<file path="src/ordered_value_list_engine_assert.svh">
// Assertion macros for the ordered value list engine.
`ifndef ORDERED_VALUE_LIST_ENGINE_ASSERT_SVH
`define ORDERED_VALUE_LIST_ENGINE_ASSERT_SVH

// Consequence must hold in the same cycle as the condition.
`define OVLE_ASSERT_SAME(label, clk, rst, cond, cons, msg) \
   label: assert property (@(posedge clk) disable iff (rst) (cond) |-> (cons)) \
      else $error(msg);

// Consequence must hold in the cycle after the condition.
`define OVLE_ASSERT_NEXT(label, clk, rst, cond, cons, msg) \
   label: assert property (@(posedge clk) disable iff (rst) (cond) |=> (cons)) \
      else $error(msg);

`endif

</file>
<file path="src/ovle_pkg.sv">
// Shared types and codes for the ordered value list engine.
`timescale 1ns / 1ps
`default_nettype none

package ovle_pkg;

   localparam int VALUE_W       = 32;
   localparam int OP_W          = 2;
   localparam int STATUS_W      = 2;
   localparam int ENTRY_COUNT_W = 5;

   typedef logic signed [VALUE_W-1:0]  value_type;
   typedef logic [OP_W-1:0]            op_type;
   typedef logic [STATUS_W-1:0]        status_type;
   typedef logic [ENTRY_COUNT_W-1:0]   entry_count_type;

   // Operation codes.
   localparam op_type OP_INSERT = 2'd0;
   localparam op_type OP_DELETE = 2'd1;
   localparam op_type OP_SEARCH = 2'd2;
   localparam op_type OP_MODIFY = 2'd3;

   // Status codes.
   localparam status_type STATUS_DONE    = 2'd0;
   localparam status_type STATUS_NOMATCH = 2'd1;
   localparam status_type STATUS_FULL    = 2'd2;

endpackage

`default_nettype wire

</file>
<file path="src/ordered_value_list_engine.sv">
// Ordered value list engine: a bounded newest-first list held in one memory.
//
// Usage: a transaction is accepted when start is high and busy is low; it
// carries an operation (insert, delete, search, modify), a key and a
// replacement value. Each transaction gives exactly one result, shown on the
// rsp_ ports for a single cycle while rsp_strobe is high; the receiver cannot
// stall, so results are simply presented and taken.
// The list is stored reversed in memory: the head sits at address count-1, so
// an insert is a single write and completes without raising busy; its result
// appears in the cycle after acceptance.
// Delete, search and modify walk the memory from the head, one read issued
// per cycle through the single read port, with the compare in the cycle after
// each read. A delete that hits at list position p then copies the p newer
// entries down one place, one copy per cycle on the write port.
// Reset empties the list at once; the memory itself is not cleared, since no
// entry above the count is ever read.
`timescale 1ns / 1ps
`default_nettype none

`include "ordered_value_list_engine_assert.svh"

module ordered_value_list_engine
   import ovle_pkg::*;
#(
   parameter int CAPACITY = 16
) (
   input  wire logic            clock,
   input  wire logic            reset,
   input  wire logic            start,
   output logic                 busy,
   input  wire op_type          req_operation,
   input  wire value_type       req_key_value,
   input  wire value_type       req_replacement,
   output logic                 rsp_strobe,
   output status_type           rsp_status,
   output entry_count_type      rsp_entry_count
);

   localparam int IDX_W = $clog2(CAPACITY);
   localparam int CNT_W = $clog2(CAPACITY + 1);

   localparam logic [1:0] ST_IDLE  = 2'd0;
   localparam logic [1:0] ST_SCAN  = 2'd1;
   localparam logic [1:0] ST_SHIFT = 2'd2;

   // Control and payload registers.
   logic [1:0]        state_ff, state_in;
   logic [CNT_W-1:0]  occ_ff, occ_in;
   op_type            op_ff, op_in;
   value_type         key_ff, key_in;
   value_type         repl_ff, repl_in;
   logic [IDX_W-1:0]  addr_ff, addr_in;
   logic              more_ff, more_in;
   logic              cmp_valid_ff, cmp_valid_in;
   logic [IDX_W-1:0]  cmp_addr_ff, cmp_addr_in;
   logic              rsp_strobe_ff, rsp_strobe_in;
   status_type        rsp_status_ff, rsp_status_in;
   entry_count_type   rsp_count_ff, rsp_count_in;

   // Memory ports.
   logic              rd_en;
   logic [IDX_W-1:0]  rd_addr;
   logic [VALUE_W-1:0] rd_data_ff;
   logic              wr_en;
   logic [IDX_W-1:0]  wr_addr;
   logic [VALUE_W-1:0] wr_data;

   logic [VALUE_W-1:0] mem [CAPACITY];

   // Entry store: one write and one registered read per cycle.
   always_ff @(posedge clock) begin
      if (wr_en) begin
         mem[wr_addr] <= wr_data;
      end
      if (rd_en) begin
         rd_data_ff <= mem[rd_addr];
      end
   end

   // Sequencer: accept, walk from the head, then close the gap on delete.
   always_comb begin
      state_in      = state_ff;
      occ_in        = occ_ff;
      op_in         = op_ff;
      key_in        = key_ff;
      repl_in       = repl_ff;
      addr_in       = addr_ff;
      more_in       = more_ff;
      cmp_valid_in  = 1'b0;
      cmp_addr_in   = cmp_addr_ff;
      rsp_strobe_in = 1'b0;
      rsp_status_in = rsp_status_ff;
      rsp_count_in  = rsp_count_ff;
      rd_en         = 1'b0;
      rd_addr       = addr_ff;
      wr_en         = 1'b0;
      wr_addr       = cmp_addr_ff;
      wr_data       = rd_data_ff;

      case (state_ff)
         ST_IDLE: begin
            if (start) begin
               op_in   = req_operation;
               key_in  = req_key_value;
               repl_in = req_replacement;
               if (req_operation == OP_INSERT) begin
                  rsp_strobe_in = 1'b1;
                  if (occ_ff == CNT_W'(CAPACITY)) begin
                     rsp_status_in = STATUS_FULL;
                  end else begin
                     // New head goes just above the current top of memory.
                     wr_en         = 1'b1;
                     wr_addr       = occ_ff[IDX_W-1:0];
                     wr_data       = req_key_value;
                     occ_in        = occ_ff + CNT_W'(1);
                     rsp_status_in = STATUS_DONE;
                  end
               end else if (occ_ff == '0) begin
                  rsp_strobe_in = 1'b1;
                  rsp_status_in = STATUS_NOMATCH;
               end else begin
                  state_in = ST_SCAN;
                  addr_in  = IDX_W'(occ_ff - CNT_W'(1));
                  more_in  = 1'b1;
               end
            end
         end

         ST_SCAN: begin
            // Issue the next read, walking down from the head.
            if (more_ff) begin
               rd_en        = 1'b1;
               cmp_valid_in = 1'b1;
               cmp_addr_in  = addr_ff;
               if (addr_ff == '0) begin
                  more_in = 1'b0;
               end else begin
                  addr_in = addr_ff - IDX_W'(1);
               end
            end
            // Compare the entry read in the previous cycle.
            if (cmp_valid_ff) begin
               if (rd_data_ff == key_ff) begin
                  case (op_ff)
                     OP_SEARCH: begin
                        state_in      = ST_IDLE;
                        rsp_strobe_in = 1'b1;
                        rsp_status_in = STATUS_DONE;
                     end
                     OP_MODIFY: begin
                        wr_en         = 1'b1;
                        wr_addr       = cmp_addr_ff;
                        wr_data       = repl_ff;
                        state_in      = ST_IDLE;
                        rsp_strobe_in = 1'b1;
                        rsp_status_in = STATUS_DONE;
                     end
                     default: begin
                        if (CNT_W'(cmp_addr_ff) + CNT_W'(1) == occ_ff) begin
                           // Match at the head: dropping the count is enough.
                           occ_in        = occ_ff - CNT_W'(1);
                           state_in      = ST_IDLE;
                           rsp_strobe_in = 1'b1;
                           rsp_status_in = STATUS_DONE;
                        end else begin
                           state_in     = ST_SHIFT;
                           addr_in      = cmp_addr_ff + IDX_W'(1);
                           more_in      = 1'b1;
                           cmp_valid_in = 1'b0;
                        end
                     end
                  endcase
               end else if (cmp_addr_ff == '0) begin
                  state_in      = ST_IDLE;
                  rsp_strobe_in = 1'b1;
                  rsp_status_in = STATUS_NOMATCH;
               end
            end
         end

         ST_SHIFT: begin
            // Read each newer entry and write it one address lower.
            if (more_ff) begin
               rd_en        = 1'b1;
               cmp_valid_in = 1'b1;
               cmp_addr_in  = addr_ff - IDX_W'(1);
               if (CNT_W'(addr_ff) + CNT_W'(1) == occ_ff) begin
                  more_in = 1'b0;
               end else begin
                  addr_in = addr_ff + IDX_W'(1);
               end
            end
            if (cmp_valid_ff) begin
               wr_en   = 1'b1;
               wr_addr = cmp_addr_ff;
               wr_data = rd_data_ff;
               if (!more_ff) begin
                  occ_in        = occ_ff - CNT_W'(1);
                  state_in      = ST_IDLE;
                  rsp_strobe_in = 1'b1;
                  rsp_status_in = STATUS_DONE;
               end
            end
         end

         default: begin
            state_in = ST_IDLE;
         end
      endcase

      // The reported count is the one left after the transaction.
      if (rsp_strobe_in) begin
         rsp_count_in = ENTRY_COUNT_W'(occ_in);
      end
   end

   // Control state.
   always_ff @(posedge clock) begin
      if (reset) begin
         state_ff      <= ST_IDLE;
         occ_ff        <= '0;
         more_ff       <= 1'b0;
         cmp_valid_ff  <= 1'b0;
         rsp_strobe_ff <= 1'b0;
      end else begin
         state_ff      <= state_in;
         occ_ff        <= occ_in;
         more_ff       <= more_in;
         cmp_valid_ff  <= cmp_valid_in;
         rsp_strobe_ff <= rsp_strobe_in;
      end
   end

   // Payload registers.
   always_ff @(posedge clock) begin
      op_ff         <= op_in;
      key_ff        <= key_in;
      repl_ff       <= repl_in;
      addr_ff       <= addr_in;
      cmp_addr_ff   <= cmp_addr_in;
      rsp_status_ff <= rsp_status_in;
      rsp_count_ff  <= rsp_count_in;
   end

   assign busy            = (state_ff != ST_IDLE);
   assign rsp_strobe      = rsp_strobe_ff;
   assign rsp_status      = rsp_status_ff;
   assign rsp_entry_count = rsp_count_ff;

   // Checks on the sequencer.
   `OVLE_ASSERT_SAME(a_occ_bound, clock, reset, 1'b1, occ_ff <= CNT_W'(CAPACITY), "count above capacity")
   `OVLE_ASSERT_NEXT(a_accept_progress, clock, reset, start && !busy, rsp_strobe_ff || busy, "accepted transaction neither answered nor in progress")
   `OVLE_ASSERT_SAME(a_shift_delete, clock, reset, state_ff == ST_SHIFT, op_ff == OP_DELETE, "gap closing outside a delete")
   `OVLE_ASSERT_SAME(a_full_count, clock, reset, rsp_strobe_ff && rsp_status_ff == STATUS_FULL, rsp_count_ff == ENTRY_COUNT_W'(CAPACITY), "full status with spare room")

endmodule

`default_nettype wire

</file>
<file path="config.mk">
export PLATFORM = sky130hd
export DESIGN_NAME = ordered_value_list_engine
export DESIGN_NICKNAME = d
export VERILOG_FILES = /design/src/ovle_pkg.sv /design/src/ordered_value_list_engine.sv
export VERILOG_INCLUDE_DIRS = /design/src /design/src/src
export SDC_FILE = /design/constraint.sdc
export NUM_CORES = 1
export LEC_CHECK = 0
export BUFFER_PORTS_ARGS = -buffer_cell sky130_fd_sc_hd__buf_4
export CORE_MARGIN = 2
export CORE_UTILIZATION = 30
export DETAILED_ROUTE_END_ITERATION = 10
export PLACE_DENSITY = 0.48
export SLEW_MARGIN = 20
export SYNTH_ARGS = -nofsm -noshare
export SYNTH_HDL_FRONTEND = slang
export SYNTH_SLANG_ARGS = --single-unit
</file>
<file path="constraint.sdc">
create_clock -name clock -period 18.5 [get_ports clock]
set_input_delay 3.7 -clock clock [delete_from_list [all_inputs] [get_ports clock]]
set_output_delay 3.7 -clock clock [all_outputs]
set_load 0.01 [all_outputs]
</file>
Yosys cells after proc, flatten, opt, wreduce, memory -nomap -nowiden

Memories as Yosys holds them, arrays and structs flattened. A register that Yosys moved wholly into a read port is not among the register bits.
Cells that the tools add are included.

Input port bits: 69
Memories: 1
Logic and storage cells: 153
Output and inout bits: 9
Memory bits (writable): 512
Register bits after elaboration: 91

Memories:

| memory | depth | bits a word | read ports | clocked after Yosys merged registers in | wr ports | line                            | source |
|---|---|---|---|---|---|---|---|
| mem    | 16    | 32          | 1          | 1                                       | 1        | ordered_value_list_engine.sv:68 | `logic [VALUE_W-1:0] mem [CAPACITY];` |

Add/subtract/negate cells: 7
Equal/unequal tests: 20
Mux-type cells: 97
Reduce and logical (&&, ||, !) cells: 16

Operators with widths:

| kind                                                          | number |
|---|---|
| 32-bit two-way mux                                            | 6 |
| 4-bit two-way mux                                             | 17 |
| 32-bit case mux with 2 select lines                           | 1 |
| 5-bit two-way mux                                             | 9 |
| 2-bit two-way mux                                             | 19 |
| 1-bit two-way mux                                             | 36 |
| 32-bit equality test                                          | 1 |
| 2-bit != test, second input constant                          | 9 |
| 5-bit case mux with 3 select lines                            | 1 |
| 2-bit case mux with 3 select lines                            | 2 |
| 4-bit case mux with 3 select lines                            | 1 |
| 4-bit by 1-bit adder with 5-bit output, second input constant | 2 |
| 5-bit equality test                                           | 2 |
| 1-bit case mux with 3 select lines                            | 3 |
| 4-bit by 1-bit adder with 4-bit output, second input constant | 2 |
| 4-bit zero test                                               | 2 |
| 4-bit case mux with 2 select lines                            | 1 |
| 8-bit AND reduction                                           | 1 |
| 7-bit AND reduction                                           | 1 |
| 2-bit equality test, second input constant                    | 3 |
| 3-bit != test, second input constant                          | 2 |
| 6-bit AND reduction                                           | 1 |
| 5-bit by 1-bit adder with 5-bit output, second input constant | 1 |
| 5-bit equality test, second input constant                    | 1 |
| other kinds (13)                                              | 16 |

Logic depth before layout (Yosys ltp)

Gate-level depths: netlist of run 1.

Depth after elaboration: 8
Gate-level depth with buffers: 11
Depth with buffers taken out: 8

Worst setup path after synthesis of run 1

Ideal clock, no wire load.

Path type: input-to-reg
Start point: input port start
End point: memory mem[0][0] (enable)
Data required time: 17,999 ps
Slack: 8,638 ps
Library setup time: 501 ps
Data arrival time: 9,361 ps
Path buffers: 2
Cell stages on the path: 8
Cell sequence: nand2_1 -> inv_1 -> and3_1 -> clkbuf_1 -> clkbuf_1 -> nand3_1 -> o31a_1 -> nor4_1

Word-level cells in the longest chain between the ends: 4
Elaborated cells on any way between the ends: 6
Classes of those cells: mux (6)

RTL lines:

| what                                    | line                             | source |
|---|---|---|
| from (decl)                             | ordered_value_list_engine.sv:29  | `input wire logic start,` |
| 1-bit two-way mux                       | ordered_value_list_engine.sv:102 | `if (start) begin` |
| 1-bit case mux with 3 select lines      | ordered_value_list_engine.sv:100 | `case (state_ff)` |
| 1-bit two-way mux                       | ordered_value_list_engine.sv:72  | `if (wr_en) begin` |
| 1-bit two-way mux (not written as such) | ordered_value_list_engine.sv:73  | `mem[wr_addr] <= wr_data;` |
| to (decl)                               | ordered_value_list_engine.sv:68  |  |

Several ways; a longest one is shown, not always the timed one.

Worst setup path after layout of run 1

Start point: input port req_operation[1]
End point: memory mem[6][22] (enable)

Word-level cells in the longest chain between the ends: 6
Elaborated cells on any way between the ends: 9
Classes of those cells: mux (8); reduce/logical (1)

RTL lines:

| what                                    | line                             | source |
|---|---|---|
| from (decl)                             | ordered_value_list_engine.sv:31  | `input wire op_type req_operation,` |
| 2-bit zero test (*)                     | ordered_value_list_engine.sv:106 | `if (req_operation == OP_INSERT) begin` |
| 1-bit two-way mux                       | ordered_value_list_engine.sv:106 |  |
| 1-bit two-way mux                       | ordered_value_list_engine.sv:102 |  |
| 1-bit case mux with 3 select lines      | ordered_value_list_engine.sv:100 |  |
| 1-bit two-way mux                       | ordered_value_list_engine.sv:72  |  |
| 1-bit two-way mux (not written as such) | ordered_value_list_engine.sv:73  |  |

Mark *: on every way between the ends. The rest lies on a longest branch, timed or not.

==> results of run 1 <==
worst max-delay path by stage:
stage / from / endpoint / slack (ns) / cells after the start
after CTS: start / mem[6][22] / 12.23 / 8
final: req_operation[1] / mem[6][22] / 12.20 / 7
after global routing: start / mem[1][24] / 12.07 / 8
after detailed placement: start / mem[6][17] / 11.58 / 8
after global placement: req_operation[1] / mem[15][17] / 11.68 / 7
after floorplan: start / mem[0][0] / 8.64 / 8
per-layer routing:
| metal | wire length, um | global-route usage, % |
|---|---|---|
| met1 | 28100 | 20.4 |
| met2 | 31400 | 24.4 |
| met3 | 3450 | 3.20 |
| met4 | 1440 | 4.04 |
| met5 | 0 | 0 |
logic make-up after synthesis:
| family | synth area share [%] |
|---|---|
| xor+xnor | 1.70 |
| compound gates | 4.24 |
| buf+inv | 1.36 |
| flops | 74.4 |
| simple gates | 3.15 |
| mux | 14.6 |
| fa+ha+maj | 0.540 |
stage by stage:
stage,area (sq um),hold slack (ns),util (%),power (mW),instances
4_1_cts,29900,0.578,35.7,3.08,2550
2_1_floorplan,25500,0.526,-,1.65,1239
6_report,29900,0.578,35.7,3.04,2550
5_1_grt,29900,0.619,35.7,3.14,2550
3_5_place_dp,27600,0.567,32.9,1.68,2420
3_3_place_gp,27600,0.559,32.9,1.68,2420
layout make-up:
class	count	share of cell area, %
well taps	1134	4.74
clock buffers	91	6.40
repair buffers	117	3.02
inverters	18	0.234
flip-flops and latches	635	63.3
clock inverters	39	1.25
multi-input cells	516	21.0
report_power, final:
| group | internal, mW | leakage (nW) | switching [mW] |
|---|---|---|---|
| logic | 0.0211 | 2.81 | 0.0390 |
| clock network | 0.809 | 1.11 | 0.578 |
| registers | 1.59 | 5.77 | 0.00482 |
state kept, by name, indices dropped and copies added (netlist names):
name / count
rd_data_ff: 32
rsp_status: 2
more_ff: 1
op_ff: 2
mem: 512
cmp_addr_ff: 4
rsp_entry_count: 5
cmp_valid_ff: 1
repl_ff: 32
state_ff: 2
occ_ff: 5
rsp_strobe: 1
addr_ff: 4
key_ff: 32
critical path, cell delays in order:
cell     delay [ns]
buf_4          0.13
nor2_1         0.48
and3_2         0.29
buf_4          0.58
a31oi_1        0.38
nor4_2         0.32
buf_4          0.61
synthesized netlist by cell type, types with 11 or more instances:
| cell | count |
|---|---|
| a21o_1 | 28 |
| a21oi_1 | 15 |
| a22o_1 | 29 |
| buf_1 | 11 |
| buf_2 | 13 |
| clkbuf_1 | 46 |
| edfxtp_1 | 625 |
| ha_1 | 11 |
| inv_1 | 16 |
| mux2i_1 | 11 |
| mux4_2 | 160 |
| nand2_1 | 29 |
| nor2_1 | 28 |
| nor4_1 | 23 |
| o21ai_0 | 13 |
| xnor2_1 | 12 |
| xor2_1 | 35 |
==> impl_metrics.ini, run 1 <==
[outcome]
outcome = completed

[floorplan]
std_cell_rows = 106
die_y_um = 296
dieArea_sq_um = 87300
pin_count = 78
die_w_um = 296
core_region_area_sq_um = 84000
initial_utilization_pct = 30.4

[power]
power_leakage_nw = 9.69
vdd_drop_max_mv = 0.0610
power.density_nw_per_um2 = 101

[detailed_routing]
drtIter0Drc = 1110
ant_nets = 0
via_count = 12700
drc = 0
drt-total-wl_mm = 64.4
wl_per_cell_um = 25.3
drt-vias-per-instance = 4.97
dr.pass1.iters = 7

[clock_network]
cts_setup_buffers = 0
htreeDepth = 3
clock_latency_ns = 0.62
cts-root-buf = clkbuf_16
hold_buffers = 0
cts_tree = done
clock_path_buffers = 3
cts_buffers = 71
post_cts_resized = 0
cts.sinks = 635
cts.reportedPaths.clkPinSlew_ns = 0.06

[global_route]
grt_pass1_wl_mm = 93.5
grt_pass1_vias = 13200
grt_start_max_net_pins = 135
grt_use_total_pct = 15.0
antenna_found_initial = 1
grt-ovfl-total = 0

[critical_path]
r2r-end = mem[6][22]
cp_max_fo = 43
worstSetupEndpointType = flip-flop
critPathLaunchType = primary input
arrival_ns = 6.53
rr_worst_depth = 8
required_ns = 18.73
ff2ff_setup_slack_ns = 14.26
worstReg2RegStart = occ_ff[0]
critPathKind = primary input to flip-flop

[yosys]
synthCells = 1239
avgSynthCellArea_sq_um = 20.6
synth-seq-area-share_pct = 74.4
ys_top_cells_by_area = edfxtp_1 (74%), mux4_2 (14%), xor2_1 (1.2%)
synth_edf_count = 625
synth_top_flop_cell = edfxtp_1
ys_warn_count = 0
synth-seq-cells = 635
syn-cell-area_sq_um = 25500
synth.distinct_cells = 67
yosys.area.top_type_share_pct = 73.6
async_reset_ff_share_pct = 0
yosysTopAreaCell = edfxtp_1
syn_nets = 1319

[sta]
worst_pin_slew_ns = 1.01
hold_violations = 0
drv_slew = 0
tns_ns = 0
setup_viol = 0
finalCritPeriodShare_pct = 34.1
grt_setup_unrepaired = false
max_freq_ghz = 0.159
setup_ws_ns = 12.20
fin_crit_ns = 6.30
clock_skew_ns = 0.0322
relSlewSlack_pct = 32.9

[placed_design]
hpwl_mm = 35.5
io_buffers = 77
place_ws_ns = 11.58
gp_congestion = 0.784

[worst_hold_path]
hold_depth = 2
hold_path_startpoint = state_ff[0]
hold_path_end = state_ff[0]
hold_class = flip-flop to flip-flop

[final_layout]
layout_commonest_cell = edfxtp_1
drive_gt1_share_pct = 28.9
nets = 1439
multi_input_area_sq_um = 6300
diodes = 0
syn_to_final_growth_pct = 17.5
regArea_sq_um = 19000
fillers = 7783
final_cell_mix = edfxtp_1 (625), mux4_2 (160), buf_4 (115), clkbuf_16 (74), xor2_1 (35)

[run]
cap_viol_max_count = 0
No activity file was read; power rests on OpenSTA's default activity.
==> inputs of run 2 (changes only) <==
==> constraint.sdc (replaced) <==
create_clock -name clock -period 6.2 [get_ports clock]
set_input_delay 1.24 -clock clock [delete_from_list [all_inputs] [get_ports clock]]
set_output_delay 1.24 -clock clock [all_outputs]
set_load 0.01 [all_outputs]
==> run 2 against run 1 <==
Hold slack improved by 0.0098 ns. Utilization rose by 0.079 points. Non-clock buffer count fell by 1. Clock power rose to 3.0 times the previous value. Largest power group unchanged.
==> impl_metrics.ini, run 2 (synthesis gave the netlist of run 1 again) <==
[outcome]
outcome = completed

[critical_path]
rr_worst_depth = 7
required_ns = 6.42
critPathLaunchType = flip-flop
cp_max_fo = 32
worstSetupEndpointType = flip-flop
arrival_ns = 4.54
critPathKind = flip-flop to flip-flop

[sta]
tns_ns = 0
setup_viol = 0
relSlewSlack_pct = 27.4
worst_pin_slew_ns = 1.08
max_freq_ghz = 0.231
clock_skew_ns = 0.0303
grt_setup_unrepaired = false
finalCritPeriodShare_pct = 69.7
drv_slew = 0
fin_crit_ns = 4.32
hold_violations = 0

[clock_network]
cts.reportedPaths.clkPinSlew_ns = 0.06
htreeDepth = 3
clock_latency_ns = 0.62
cts-root-buf = clkbuf_16
post_cts_resized = 0
cts_setup_buffers = 0
cts.sinks = 635
hold_buffers = 0
cts_buffers = 71
cts_tree = done
clock_path_buffers = 3

[floorplan]
initial_utilization_pct = 30.4
die_y_um = 296
core_region_area_sq_um = 84000
pin_count = 78
dieArea_sq_um = 87300
die_w_um = 296
std_cell_rows = 106

[global_route]
grt-ovfl-total = 0
antenna_found_initial = 0
grt_start_max_net_pins = 119
grt_pass1_wl_mm = 95.2
grt_use_total_pct = 15.2
grt_pass1_vias = 13500

[run]
cap_viol_max_count = 0

[worst_hold_path]
hold_depth = 2
hold_class = flip-flop to flip-flop

[detailed_routing]
drt-total-wl_mm = 66.0
drtIter0Drc = 1047
drc = 0
via_count = 12800
ant_nets = 0
dr.pass1.iters = 5
wl_per_cell_um = 25.9
drt-vias-per-instance = 5.03

[final_layout]
nets = 1438
diodes = 0
design_area_sq_um = 30000
largest_reg_flops = 512
syn_to_final_growth_pct = 17.7
layout_commonest_cell = edfxtp_1
regMostFlops = mem
drive_gt1_share_pct = 28.8
final_cell_mix = edfxtp_1 (625), mux4_2 (160), buf_4 (112), clkbuf_16 (74), xor2_1 (35)
fillers = 7761

[placed_design]
gp_congestion = 0.839
io_buffers = 77
dpl_cell_area_sq_um = 27700
hpwl_mm = 36.4

[power]
vdd_drop_max_mv = 0.174
switching_power_mw = 1.83
switching_share_pct = 20.2
seqPwrFrac_pct = 52.4
power_frac_clock_pct = 45.6
intPower_mw = 7.23
pwr-share-comb_pct = 2.0
power_leakage_nw = 9.69
power.density_nw_per_um2 = 302
[run 2: power by group through the flow]
stage                     sequential, mW  combinational, mW  clock (mW)
after floorplan                     4.83             0.0790           0
after global placement              4.84              0.177           0
after detailed placement            4.84              0.181           0
after CTS                           4.75              0.182        4.24
after global routing                4.75              0.192        4.40
final                               4.75              0.178        4.13
[run 2: metal layers]
metal / share of wire [%] / track usage [%]
met3: 4.6 / 2.47
met2: 48 / 24.9
met4: 2.3 / 4.30
met1: 45 / 21.1
met5: 0 / 0
[run 2: worst max-delay path, stage by stage, from the launching register on]
cell and delay [ns]:
dfxtp_1 0.74, inv_1 0.29, ha_1 0.40, nand4bb_1 0.28
and3_2 0.74, a31oi_1 0.46, nor4_2 0.33, buf_4 0.66
[run 2: worst paths after layout]
kind | from | end | slack (ns)
worst max-delay path | occ_ff[0] | mem[7][11] | 1.88
worst min-delay path | state_ff[0] | state_ff[0] | 0.59
worst max register to register | occ_ff[0] | mem[7][11] | 1.88
worst min register to register | state_ff[0] | state_ff[0] | 0.59
[run 2: layout make-up]
| type | instances | area [sq um] | share of cell area, % |
|---|---|---|---|
| clock inverter | 39 | 398 | 1.33 |
| clock buffer | 86 | 1900 | 6.32 |
| inverter | 18 | 70.1 | 0.233 |
| tap | 1134 | 1420 | 4.73 |
| timing repair buffer | 116 | 912 | 3.04 |
| sequential | 635 | 19000 | 63.2 |
| multi-input combinational | 516 | 6350 | 21.2 |
[run 2: metrics by stage]
stage / total power [mW] / instances / util [%] / worst slack, ns / hold slack (ns)
3_5_place_dp: 5.02 / 2418 / 33.0 / 1.57 / 0.574
6_report: 9.06 / 2544 / 35.7 / 1.88 / 0.587
5_1_grt: 9.34 / 2544 / 35.7 / 1.72 / 0.668
3_3_place_gp: 5.02 / 2418 / 33.0 / 1.72 / 0.561
2_1_floorplan: 4.91 / 1239 / - / -1.20 / 0.526
4_1_cts: 9.17 / 2543 / 35.7 / 1.90 / 0.583
==> inputs of run 3 (changes only) <==
--- a/config.mk
+++ b/config.mk
@@ -6,6 +6,7 @@
 export SDC_FILE = /design/constraint.sdc
 export NUM_CORES = 1
 export LEC_CHECK = 0
+export ABC_AREA = 1
 export BUFFER_PORTS_ARGS = -buffer_cell sky130_fd_sc_hd__buf_4
 export CORE_MARGIN = 2
 export CORE_UTILIZATION = 30
==> constraint.sdc (replaced) <==
create_clock -name clock -period 4.35 [get_ports clock]
set_input_delay 0.87 -clock clock [delete_from_list [all_inputs] [get_ports clock]]
set_output_delay 0.87 -clock clock [all_outputs]
set_load 0.01 [all_outputs]
==> run 3 against run 2 <==
Register-to-register slack lost 0.98 ns. Critical path depth grew 7. Via count grew 35%. Cell area grew 2.0%. Global-route usage grew 1.2 points. Non-clock buffer count grew 34. Synthesized cell count grew 70%. Setup slack lost 0.98 ns. Utilization shrank 0.42 points. Combinational power grew to 30 times the previous value. Sequential share of layout area shrank 1.2 points. Largest cell class unchanged.
==> impl_metrics.ini, run 3 <==
[yosys]
syn-cell-area_sq_um = 26200
synth-seq-area-share_pct = 72.4
ys_warn_count = 0
synth-compound-area-share_pct = 13.2
synth_xor_area_share_pct = 0.601
ys_top_cells_by_area = edfxtp_1 (72%), o21ai_0 (6.3%), nor2_1 (4.9%)
yosys.area.top_type_share_pct = 71.6
synth-simple-area-share_pct = 9.87
synth_edf_count = 625
synth-seq-cells = 635
synth_most_common_cell = edfxtp_1
synthCells = 2105
synth_top_flop_cell = edfxtp_1
muxShareOfSynthArea_pct = 0
syn_nets = 2185
synth_top_family_by_area = compound AO/OA/AOI/OAI gates
avgSynthCellArea_sq_um = 12.5
synth.distinct_cells = 37
yosys-top-cells-count = edfxtp_1 (625), nor2_1 (342), o21ai_0 (329)
async_reset_ff_share_pct = 0
synth_fa_ha_area_share_pct = 0.525
yosysTopAreaCell = edfxtp_1

[sta]
drv_slew = 0
fin_crit_ns = 3.45
grt_setup_unrepaired = false
hold_violations = 0
hold_slack_ns = 0.440
setup_viol = 0
worst_pin_slew_ns = 1.02
max_freq_ghz = 0.290
setup_ws_ns = 0.900
relSlewSlack_pct = 31.8
clock_skew_ns = 0.0162
finalCritPeriodShare_pct = 79.3

[critical_path]
worstSetupEndpointType = flip-flop
arrival_ns = 3.68
critPathKind = flip-flop to flip-flop
rr_worst_depth = 14
ff2ff_setup_slack_ns = 0.90
worstReg2RegStart = rd_data_ff[15]
r2r-end = mem[2][2]
required_ns = 4.58
cp_max_fo = 32
critPathLaunchType = flip-flop

[worst_hold_path]
hold_path_startpoint = req_replacement[29]
hold_class = primary input to flip-flop
hold_path_end = repl_ff[29]
hold_depth = 1

[floorplan]
dieArea_sq_um = 89800
core_region_area_sq_um = 86600
die_y_um = 300
die_w_um = 300
std_cell_rows = 108
initial_utilization_pct = 30.3
pin_count = 78

[power]
power.total_mw = 18.5
vdd_drop_max_mv = 0.431
intPower_mw = 12.1
seqPwrFrac_pct = 41.5
switching_power_mw = 6.40
pwr-share-comb_pct = 28.6
power.density_nw_per_um2 = 604
switching_share_pct = 34.6
power_leakage_nw = 10.4
power_frac_clock_pct = 30.0

[detailed_routing]
dr.pass1.iters = 5
ant_nets = 0
drc = 0
wl_per_cell_um = 22.0
drtIter0Drc = 1510
drt-vias-per-instance = 5.07
drt-total-wl_mm = 74.8
via_count = 17300

[clock_network]
clock_path_buffers = 3
cts_buffers = 70
cts_setup_buffers = 0
cts.sinks = 635
cts-root-buf = clkbuf_16
cts.reportedPaths.clkPinSlew_ns = 0.06
post_cts_resized = 0
clock_latency_ns = 0.61
htreeDepth = 3
cts_tree = done
hold_buffers = 0

[global_route]
grt_pass1_wl_mm = 111
grt-ovfl-total = 0
grt_use_total_pct = 16.5
grt_pass1_vias = 16800
grt_start_max_net_pins = 217
antenna_found_initial = 5

[final_layout]
fin_cells = 3402
final_cell_mix = edfxtp_1 (625), nor2_1 (342), o21ai_0 (327), nand2_1 (188), buf_4 (143)
fillers = 8367
regMostFlops = mem
nets = 2277
layout_commonest_cell = edfxtp_1
syn_to_final_growth_pct = 16.7
diodes = 0
drive_gt1_share_pct = 12.6
largest_reg_flops = 512

[run]
cap_viol_max_count = 0

[placed_design]
place_inst = 3280
place_ws_ns = 0.687
io_buffers = 77
gp_congestion = 0.868
hpwl_mm = 43.0

[outcome]
outcome = completed
## run 3: cell types whose count changed after synthesis, moves of 80 or more
cell,change
o21ai_0,+316
nor2_1,+314
mux4_2,-160
nand2_1,+159
o221ai_1,+95
inv_1,+80
## run 3: cells by family (layout without fill, tap and decap cells)
| group | count (synthesis) | count (layout) |
|---|---|---|
| AOI/OAI and AO/OA | 571 | 571 |
| and+or+nand+nor | 633 | 633 |
| buffers and inverters | 237 | 379 |
| DFF | 635 | 635 |
| adders and majority gates | 11 | 11 |
| xor gates and xnor gates | 18 | 18 |
## run 3: power by group through the flow
stage | clock network [mW] | logic [mW] | registers [mW]
finish | 5.54 | 5.28 | 7.67
global route | 5.91 | 5.80 | 7.70
CTS | 5.68 | 5.30 | 7.67
detailed placement | 0 | 5.29 | 7.79
global placement | 0 | 5.21 | 7.79
floorplan | 0 | 3.21 | 7.73
## run 3: routing by layer
layer / track usage [%] / vias to the layer above / part of all wire, %
li1: - / 7961 / -
met1: 23.4 / 8739 / 46
met2: 26.2 / 450 / 47
met3: 2.27 / 106 / 5.0
met4: 4.92 / 2 / 2.2
met5: 0 / - / 0.017
## run 3: how the worst max path moves through the flow
stage / from / to / slack, ns / depth (start not counted)
after floorplan: req_operation[1] / mem[0][0] / -0.39 / 9
after global routing: occ_ff[1] / mem[2][2] / 0.66 / 12
after global placement: req_operation[1] / mem[6][3] / 0.81 / 11
final: rd_data_ff[15] / mem[2][2] / 0.90 / 14
after detailed placement: req_operation[1] / mem[6][8] / 0.69 / 11
after CTS: rd_data_ff[15] / mem[1][27] / 0.80 / 12
## run 3: critical path, stage by stage (launching register included)
cell	delay, ns
edfxtp_1	0.44
nand2_1	0.10
nand2_1	0.06
nor2_1	0.31
nand2_1	0.11
nor2_2	0.21
nand2_1	0.12
nor2_4	0.20
nand2_4	0.09
nor2_8	0.31
nand2_2	0.08
nand3_2	0.09
nand2_4	0.20
nor3_2	0.20
buf_4	0.52
## run 3: area by class of cell
cell class / instances / area (sq um) / share of cell area [%]
multi-input cells: 1233 / 6460 / 21.1
flip-flops and latches: 635 / 19000 / 62.0
repair buffers: 150 / 1210 / 3.97
clock inverters: 30 / 204 / 0.667
well taps: 1155 / 1450 / 4.72
inverters: 107 / 408 / 1.33
clock buffers: 92 / 1900 / 6.20
## run 3: per-stage QoR
stage | setup TNS, ns | util (%) | cell area [sq um]
after detailed placement | 0 | 32.9 | 28500
after floorplan | -111.28 | - | 26200
after global placement | 0 | 32.9 | 28500
after global routing | 0 | 35.3 | 30600
after CTS | 0 | 35.3 | 30600
final | 0 | 35.3 | 30600
